File: src/rtl/sst_pkg.sv
// shared types, codes and constants of the sorted set table
// no dependencies; imported by every module of the block
`default_nettype none

package sst_pkg;

  localparam int CAPACITY = 64;
  localparam int IDX_W    = (CAPACITY > 1) ? $clog2(CAPACITY) : 1;
  localparam int CNT_W    = $clog2(CAPACITY + 1);
  localparam int COUNT_W  = 7;
  localparam int VALUE_W  = 32;

  typedef enum logic [1:0] {
    ACT_INSERT = 2'd0,
    ACT_REMOVE = 2'd1,
    ACT_LOOKUP = 2'd2
  } act_e;

  typedef enum logic [1:0] {
    ST_FALSE = 2'd0,
    ST_TRUE  = 2'd1,
    ST_FULL  = 2'd2
  } status_e;

  typedef struct packed {
    logic [1:0]                action;
    logic signed [VALUE_W-1:0] value;
  } req_t;

  typedef struct packed {
    logic [1:0]         status;
    logic [COUNT_W-1:0] count;
    logic               is_empty;
  } rsp_t;

  typedef enum logic [2:0] {
    CTL_IDLE,
    CTL_SEARCH,
    CTL_DECIDE,
    CTL_INS_SHIFT,
    CTL_REM_SHIFT,
    CTL_RESP
  } ctl_state_e;

  typedef enum logic [2:0] {
    DP_NOP,
    DP_LOAD,
    DP_SEARCH,
    DP_INS_INIT,
    DP_INS_SHIFT,
    DP_REM_INIT,
    DP_REM_SHIFT
  } dp_op_e;

  typedef struct packed {
    dp_op_e op;
  } dp_cmd_t;

  typedef struct packed {
    logic [1:0] action;
    logic       search_done;
    logic       found;
    logic       full;
    logic       ins_done;
    logic       rem_done;
  } dp_stat_t;

  // element count as reported on the result, modulo 2**COUNT_W
  function automatic logic [COUNT_W-1:0] count_field(input logic [CNT_W-1:0] c);
    logic [CNT_W+COUNT_W-1:0] ext;
    ext = {{COUNT_W{1'b0}}, c};
    return ext[COUNT_W-1:0];
  endfunction

endpackage

`default_nettype wire

File: src/rtl/sst_dpath.sv
// datapath of the sorted set table: entry memory, walk pointers, element count
// depends on sst_pkg; driven by sst_ctrl through dp_cmd_t, reports dp_stat_t
`default_nettype none

module sst_dpath (
  input  wire               clk_i,
  input  wire               rst_ni,
  input  sst_pkg::req_t     req_i,
  input  sst_pkg::dp_cmd_t  cmd_i,
  output sst_pkg::dp_stat_t stat_o,
  output logic [sst_pkg::CNT_W-1:0] count_o
);
  import sst_pkg::*;

  logic [VALUE_W-1:0]        mem_q [CAPACITY];
  logic signed [VALUE_W-1:0] rdata_q;
  logic [1:0]                action_q;
  logic signed [VALUE_W-1:0] value_q;

  logic [CNT_W-1:0] count_q, count_d;
  logic [CNT_W-1:0] rd_q, rd_d;
  logic [CNT_W-1:0] cmp_q, cmp_d;
  logic [CNT_W-1:0] pos_q, pos_d;
  logic             vld_q, vld_d;
  logic             found_q, found_d;

  logic               re, we;
  logic [IDX_W-1:0]   raddr, waddr;
  logic [VALUE_W-1:0] wdata;

  logic             hit, walk_end;
  logic [CNT_W-1:0] rd_dec, rd_inc, cmp_inc, cmp_dec, pos_inc;

  assign hit      = vld_q && !(rdata_q < value_q);
  assign walk_end = !vld_q && (rd_q >= count_q);
  assign rd_dec   = rd_q - CNT_W'(1);
  assign rd_inc   = rd_q + CNT_W'(1);
  assign cmp_inc  = cmp_q + CNT_W'(1);
  assign cmp_dec  = cmp_q - CNT_W'(1);
  assign pos_inc  = pos_q + CNT_W'(1);

  always_comb begin
    count_d = count_q;
    rd_d    = rd_q;
    cmp_d   = cmp_q;
    pos_d   = pos_q;
    found_d = found_q;
    vld_d   = 1'b0;
    re      = 1'b0;
    raddr   = rd_q[IDX_W-1:0];
    we      = 1'b0;
    waddr   = pos_q[IDX_W-1:0];
    wdata   = value_q;
    case (cmd_i.op)
      DP_LOAD: begin
        rd_d = '0;
      end
      DP_SEARCH: begin
        if (hit) begin
          pos_d   = cmp_q;
          found_d = (rdata_q == value_q);
        end else if (walk_end) begin
          pos_d   = count_q;
          found_d = 1'b0;
        end else if (rd_q < count_q) begin
          re    = 1'b1;
          raddr = rd_q[IDX_W-1:0];
          cmp_d = rd_q;
          rd_d  = rd_inc;
          vld_d = 1'b1;
        end
      end
      DP_INS_INIT: begin
        rd_d = count_q;
      end
      DP_INS_SHIFT: begin
        // move entries up one place, highest first
        if (vld_q) begin
          we    = 1'b1;
          waddr = cmp_inc[IDX_W-1:0];
          wdata = rdata_q;
        end
        if (rd_q > pos_q) begin
          re    = 1'b1;
          raddr = rd_dec[IDX_W-1:0];
          cmp_d = rd_dec;
          rd_d  = rd_dec;
          vld_d = 1'b1;
        end else if (!vld_q) begin
          we      = 1'b1;
          waddr   = pos_q[IDX_W-1:0];
          wdata   = value_q;
          count_d = count_q + CNT_W'(1);
        end
      end
      DP_REM_INIT: begin
        rd_d = pos_inc;
      end
      DP_REM_SHIFT: begin
        // move entries above the hole down one place, lowest first
        if (vld_q) begin
          we    = 1'b1;
          waddr = cmp_dec[IDX_W-1:0];
          wdata = rdata_q;
        end
        if (rd_q < count_q) begin
          re    = 1'b1;
          raddr = rd_q[IDX_W-1:0];
          cmp_d = rd_q;
          rd_d  = rd_inc;
          vld_d = 1'b1;
        end else if (!vld_q) begin
          count_d = count_q - CNT_W'(1);
        end
      end
      default: begin
      end
    endcase
  end

  always_ff @(posedge clk_i or negedge rst_ni) begin
    if (!rst_ni) begin
      count_q <= '0;
      rd_q    <= '0;
      vld_q   <= 1'b0;
    end else begin
      count_q <= count_d;
      rd_q    <= rd_d;
      vld_q   <= vld_d;
    end
  end

  always_ff @(posedge clk_i) begin
    cmp_q   <= cmp_d;
    pos_q   <= pos_d;
    found_q <= found_d;
    if (cmd_i.op == DP_LOAD) begin
      action_q <= req_i.action;
      value_q  <= req_i.value;
    end
  end

  always_ff @(posedge clk_i) begin
    if (we) begin
      mem_q[waddr] <= wdata;
    end
    if (re) begin
      rdata_q <= mem_q[raddr];
    end
  end

  assign stat_o.action      = action_q;
  assign stat_o.search_done = hit || walk_end;
  assign stat_o.found       = found_q;
  assign stat_o.full        = (count_q >= CNT_W'(CAPACITY));
  assign stat_o.ins_done    = (rd_q <= pos_q) && !vld_q;
  assign stat_o.rem_done    = (rd_q >= count_q) && !vld_q;
  assign count_o            = count_q;

endmodule

`default_nettype wire

File: src/rtl/sst_ctrl.sv
// controller of the sorted set table: request sequencing state machine
// depends on sst_pkg; commands sst_dpath and produces the result strobe and status
`default_nettype none

module sst_ctrl (
  input  wire               clk_i,
  input  wire               rst_ni,
  input  wire               start,
  output logic              busy,
  input  sst_pkg::dp_stat_t stat_i,
  output sst_pkg::dp_cmd_t  cmd_o,
  output logic              result_valid_o,
  output logic [1:0]        status_o
);
  import sst_pkg::*;

  ctl_state_e state_q, state_d;
  status_e    status_q, status_d;

  // next state
  always_comb begin
    state_d = state_q;
    case (state_q)
      CTL_IDLE: begin
        if (start) state_d = CTL_SEARCH;
      end
      CTL_SEARCH: begin
        if (stat_i.search_done) state_d = CTL_DECIDE;
      end
      CTL_DECIDE: begin
        case (act_e'(stat_i.action))
          ACT_INSERT: begin
            if (!stat_i.found && !stat_i.full) state_d = CTL_INS_SHIFT;
            else state_d = CTL_RESP;
          end
          ACT_REMOVE: begin
            if (stat_i.found) state_d = CTL_REM_SHIFT;
            else state_d = CTL_RESP;
          end
          default: state_d = CTL_RESP;
        endcase
      end
      CTL_INS_SHIFT: begin
        if (stat_i.ins_done) state_d = CTL_RESP;
      end
      CTL_REM_SHIFT: begin
        if (stat_i.rem_done) state_d = CTL_RESP;
      end
      CTL_RESP: state_d = CTL_IDLE;
      default:  state_d = CTL_IDLE;
    endcase
  end

  // outputs
  always_comb begin
    cmd_o.op       = DP_NOP;
    status_d       = status_q;
    busy           = (state_q != CTL_IDLE);
    result_valid_o = (state_q == CTL_RESP);
    case (state_q)
      CTL_IDLE: begin
        if (start) cmd_o.op = DP_LOAD;
      end
      CTL_SEARCH: cmd_o.op = DP_SEARCH;
      CTL_DECIDE: begin
        status_d = ST_FALSE;
        case (act_e'(stat_i.action))
          ACT_INSERT: begin
            if (stat_i.found) begin
              status_d = ST_FALSE;
            end else if (stat_i.full) begin
              status_d = ST_FULL;
            end else begin
              status_d  = ST_TRUE;
              cmd_o.op  = DP_INS_INIT;
            end
          end
          ACT_REMOVE: begin
            if (stat_i.found) begin
              status_d = ST_TRUE;
              cmd_o.op = DP_REM_INIT;
            end
          end
          ACT_LOOKUP: begin
            if (stat_i.found) status_d = ST_TRUE;
          end
          default: status_d = ST_FALSE;
        endcase
      end
      CTL_INS_SHIFT: cmd_o.op = DP_INS_SHIFT;
      CTL_REM_SHIFT: cmd_o.op = DP_REM_SHIFT;
      default: begin
      end
    endcase
  end

  always_ff @(posedge clk_i or negedge rst_ni) begin
    if (!rst_ni) begin
      state_q  <= CTL_IDLE;
      status_q <= ST_FALSE;
    end else begin
      state_q  <= state_d;
      status_q <= status_d;
    end
  end

  assign status_o = status_q;

endmodule

`default_nettype wire

File: src/rtl/sorted_set_table_unit.sv
// top level of the sorted set table: bounded ascending set of signed 32-bit values
// depends on sst_pkg, sst_ctrl and sst_dpath
//
// usage
//   request channel: drive req_i (action, value) and raise start; the request is
//   transferred at the rising edge where start is high and busy is low
//   result channel: result_valid_o is high for exactly one cycle with result_o
//   (status, count after the request, is_empty); the receiver cannot hold it off
//   actions: insert, remove, lookup; code 3 is a no-op that reports status false
// timing
//   one request at a time; busy stays high from the transfer until the strobe
//   the search walks the entry memory from the bottom, one entry a cycle over
//   its single read port, then a decision state sets the status and picks the next phase
//   insert shifts the entries above the insert point up, remove shifts the
//   entries above the hole down
//   the strobe follows in the cycle after the decision state or the last shift step
//   busy drops the cycle after the strobe, so the next transfer can follow then
// reset
//   asynchronous active low; the set is emptied (count cleared), no clearing pass
//   over the entry memory is needed since only entries below count are read
`default_nettype none

module sorted_set_table_unit (
  input  wire           clk_i,
  input  wire           rst_ni,
  input  wire           start,
  output logic          busy,
  input  sst_pkg::req_t req_i,
  output logic          result_valid_o,
  output sst_pkg::rsp_t result_o
);
  import sst_pkg::*;

  dp_cmd_t          dp_cmd;
  dp_stat_t         dp_stat;
  logic [CNT_W-1:0] count;
  logic [1:0]       status;

  // sequencing of search, decision and shift phases
  sst_ctrl u_ctrl (
    .clk_i          (clk_i),
    .rst_ni         (rst_ni),
    .start          (start),
    .busy           (busy),
    .stat_i         (dp_stat),
    .cmd_o          (dp_cmd),
    .result_valid_o (result_valid_o),
    .status_o       (status)
  );

  // entry memory, walk pointers and element count
  sst_dpath u_dpath (
    .clk_i   (clk_i),
    .rst_ni  (rst_ni),
    .req_i   (req_i),
    .cmd_i   (dp_cmd),
    .stat_o  (dp_stat),
    .count_o (count)
  );

  // count is already updated by the time the strobe is shown
  assign result_o.status   = status;
  assign result_o.count    = count_field(count);
  assign result_o.is_empty = (count == '0);

endmodule

`default_nettype wire

File: config.mk
export PLATFORM = sky130hd
export DESIGN_NAME = sorted_set_table_unit
export DESIGN_NICKNAME = d
export VERILOG_FILES = /design/src/rtl/sst_pkg.sv /design/src/rtl/sst_dpath.sv /design/src/rtl/sst_ctrl.sv /design/src/rtl/sorted_set_table_unit.sv
export SDC_FILE = /design/constraint.sdc
export NUM_CORES = 2
export LEC_CHECK = 0
export ABC_AREA = 1
export BUFFER_PORTS_ARGS = -buffer_cell sky130_fd_sc_hd__buf_2
export CAP_MARGIN = 20
export CORE_MARGIN = 5
export CORE_UTILIZATION = 40
export CTS_CLUSTER_DIAMETER = 30
export DETAILED_ROUTE_END_ITERATION = 16
export GPL_ROUTABILITY_DRIVEN = 0
export SKIP_LAST_GASP = 1
export SYNTH_ARGS = -nofsm -noshare
export SYNTH_HDL_FRONTEND = slang
export SYNTH_HIERARCHICAL = 1
export SYNTH_SLANG_ARGS = --single-unit
File: constraint.sdc
create_clock -name clk_i -period 5.4 [get_ports clk_i]
set_input_delay 0.54 -clock clk_i [delete_from_list [all_inputs] [get_ports clk_i]]
set_output_delay 0.54 -clock clk_i [all_outputs]
set_load 0.01 [all_outputs]
==> summary.md <==
| Metric | Value |
|---|---|
| Status | complete, no violations |
| Gr usage total | 22.1% |
| RR Endpoint | u_dpath/rdata_q[8] |
| # clock sinks | 2149 |
| Fillers | 20700 |
| Mapped Area | 95900 sq um |
| Pins Over Slew Limit | 0 |
| Critical path depth | 22 |
| CP Capture Point | u_dpath/rdata_q[8] |
| Grt ovf | 0 |
| Reg2Reg Launch Point | u_dpath/action_q[0] |
| Post-Syn Area per Cell | 11.1 sq um |
| CTS Buffer Depth | 4 |
| TritonCTS clock tree | built |
| Worst r2r path cells | 22 |
| Reg area | 64400 sq um |
| Layout cells sized above 1 | 12.2% |
| EDFF count, synth | 2129 |
| DRT antenna net count | 0 |
| DP Worst Slack | 476 ps |
| Final clock skew | 85.5 ps |
| Synth warn | 6 |
| Clock Latency Late Sink | 980 ps |
| CP dominant cell by count | nand3_1 |
| Final period util | 93.1% |
| Initial core utilization | 40.3% |
| Crit path buf inv count | 6 |
| Port buffer count | 48 |
| Antenna violations before repair | 3 |
| DR top layer | met5 |
| Slew @ Worst Pin | 1040 ps |
| Total Wirelength | 284000 microns |
| Met1 wire length | 117000 microns |
| Num rows | 179 |
| Fin crit period | 5030 ps |
| I/O Pins | 49 |
| Worst hold path type | in2async |
| Drt wl/cell | 22.9 microns |
| Cell family with the largest share of critical-path delay | simple AND/OR/NAND/NOR gates |
| Final hold violation count | 0 |
| Reg2reg setup slack | 370 ps |
| Pwr dens | 549 nW/um^2 |
| Max Freq | 199 MHz |
| Crit path launch | u_dpath/action_q[0] |
| Multi-input gate area | 25000 sq um |
| Top cells by area, synth | edfxtp_1 (67%), nand3_1 (11%), nand2_1 (6.0%), nand3b_1 (6.0%), inv_1 (4.9%) |
| Vias in the first global route | 65300 |
| Critical setup path kind | reg2reg |
| Synthesized Nets | 8756 |
| Drt pass-1 iters | 6 |
| Library cells used by synthesis | 47 |
| Detailed Place HPWL | 148000 microns |
| Max rail drop VDD | 0.000365 V |
| Startpoint Class | flop |
| Yosys reg bits | 2149 |
| Core region area | 238000 sq um |
| Largest area contributor in the netlist | edfxtp_1 |
| Initial DRC Count | 6912 |
| Leakage | 0.0452 uW |
| Crit-path cells | inv_1, ha_1, inv_1, nor3_1, nand2_2, o211ai_1, inv_2, nand2_4, nor2_8, nand3_4, nand2_8, nand2_8, buf_12, buf_12, buf_12, nand2_1, nand3_1, nand3_1, nand3_1, nand3_1, nand3_1, nand2_1 |
| Worst-path clk slew | 50 ps |
| RSZ-0062 raised after global routing | false |
| Layout area overhead | 21.9% |
| CP Data Required Time | 6090 ps |
| H-Tree Depth | 5 |
| Synthesized instance count | 8658 |
| Vias | 67200 |
| Critical path's largest stage delay | 430 ps |
| Die W | 500 microns |
| Placed cell count | 11600 |
| Max cap viols | 0 |
| Drt via density | 5.42 |
| First-pass GRT wire length | 420000 microns |
| Residual DRC | 0 |
| Top-area cell type share of the netlist area | 66.6% |
| Crit path max-delay cell type | edfxtp_1 |
| DIE HEIGHT | 500 microns |
| Met3 wire len | 25400 microns |
| Critical path fanouts, max | 98 |
| Root Driver | clkbuf_16 |
| Setup TNS | 0 ps |
| Ys flop type | edfxtp_1 |
| Sequential area share after synthesis | 67.2% |
| Slew HR | 30.3% |
| Crit path DAT | 5720 ps |
| Final Setup Violations | 0 |
| Async S/R FF share, synth | 0.931% |
| Final WS setup | 371 ps |
| Non-filler cells, final | 12400 |
| Synth cell count leaders | edfxtp_1 (2129), nand3_1 (2030), nand2_1 (1542) |
| Detail Route met2 WL | 133000 microns |
| Largest net degree at the start of global routing | 159 |
| Crit. End Element | flop |
| Total CTS buffers | 451 |
| Nets@finish | 8988 |
| Most common cell in the synthesized netlist | edfxtp_1 |
| Die area | 250000 sq um |
## report_power, final
| group | switching [uW] | internal [uW] |
|---|---|---|
| sequential | 436 | 20200 |
| combinational | 12100 | 4400 |
| clock | 8740 | 18300 |
| total | 21300 | 42900 |
## worst min path at each step
stage,start,endpoint,slack (ps),cells after the start
2_1_floorplan,rst_ni,u_ctrl/state_q[0],240,0
3_3_place_gp,rst_ni,u_dpath/count_o[1],510,1
3_5_place_dp,rst_ni,u_dpath/count_o[1],520,1
4_1_cts,rst_ni,u_dpath/count_o[6],40,2
5_1_grt,rst_ni,u_dpath/count_o[6],100,2
6_report,rst_ni,u_dpath/count_o[6],80,2
## per-stage QoR
step	total power [uW]	hold WS [ps]	instance area (sq um)	utilization, %
after CTS	64300	39.2	117000	49.0
after floorplan	30900	244	95900	-
after detailed placement	37100	517	102000	42.6
final	64200	83.1	117000	49.1
after global placement	36900	510	102000	42.6
after global routing	66700	101	117000	49.1
## cell type report
class                           instances  share of cell area (%)
Timing Repair Buffer                  328                    3.24
Clock buffer                          494                    9.79
Inverter                             1269                    4.10
Multi-Input combinational cell       4691                    21.4
Sequential cell                      2149                    55.1
Tap cell                             3167                    3.39
Clock inverter                        313                    2.99
Antenna cell                            3                 0.00642
## routing by layer
layer | track usage, % | up-vias
met5 | 0 | -
met4 | 7.69 | 2
met3 | 4.24 | 552
met2 | 35.6 | 3090
met1 | 30.2 | 33300
li1 | - | 30300
## registers in the layout, summed over array words and instances (netlist names), 3 cells and up
| register | cells |
|---|---|
| u_dpath/value_q | 32 |
| u_dpath/mem_q | 2048 |
| u_dpath/rd_q | 7 |
| u_dpath/count_o | 7 |
| u_dpath/cmp_q | 7 |
| u_dpath/rdata_q | 32 |
| u_ctrl/state_q | 3 |
| u_dpath/pos_q | 7 |
## layout by cell type (no fill, tap or decap), types with 4 or more instances in the layout
| cell type | count |
|---|---|
| nor3_1 | 7 |
| o21ai_4 | 36 |
| dfrtp_1 | 20 |
| xor2_1 | 9 |
| clkinv_4 | 29 |
| clkinv_2 | 89 |
| nor2_1 | 34 |
| buf_12 | 108 |
| nor2_4 | 68 |
| o21ai_0 | 44 |
| clkinv_8 | 4 |
| clkbuf_1 | 43 |
| xnor2_1 | 4 |
| o211ai_1 | 5 |
| dlygate4sd3_1 | 36 |
| clkbuf_16 | 451 |
| nand2_1 | 1542 |
| inv_2 | 8 |
| nand3_1 | 2030 |
| inv_1 | 1256 |
| clkinvlp_4 | 44 |
| clkinv_1 | 64 |
| ha_1 | 60 |
| buf_2 | 48 |
| o21ai_1 | 5 |
| nand3b_1 | 771 |
| inv_6 | 18 |
| bufinv_16 | 67 |
| buf_4 | 136 |
| a21oi_1 | 32 |
| edfxtp_1 | 2129 |
| nand4_1 | 7 |
## kinds of logic after synthesis
kind of cell / Yosys count / synth area share (%)
AOI/OAI and AO/OA: 137 / 0.775
xor gates and xnor gates: 13 / 0.119
and+or+nand+nor: 4480 / 23.4
adders and majority gates: 61 / 0.803
buffers and inverters: 1818 / 7.75
DFF: 2149 / 67.2
## what timing repair did
item	CTS	global route
hold endpoints to repair	55	0
setup buffers	0	0
hold buffers	36	0
gates resized for setup	0	0
No activity file was read; power rests on OpenSTA's default activity.
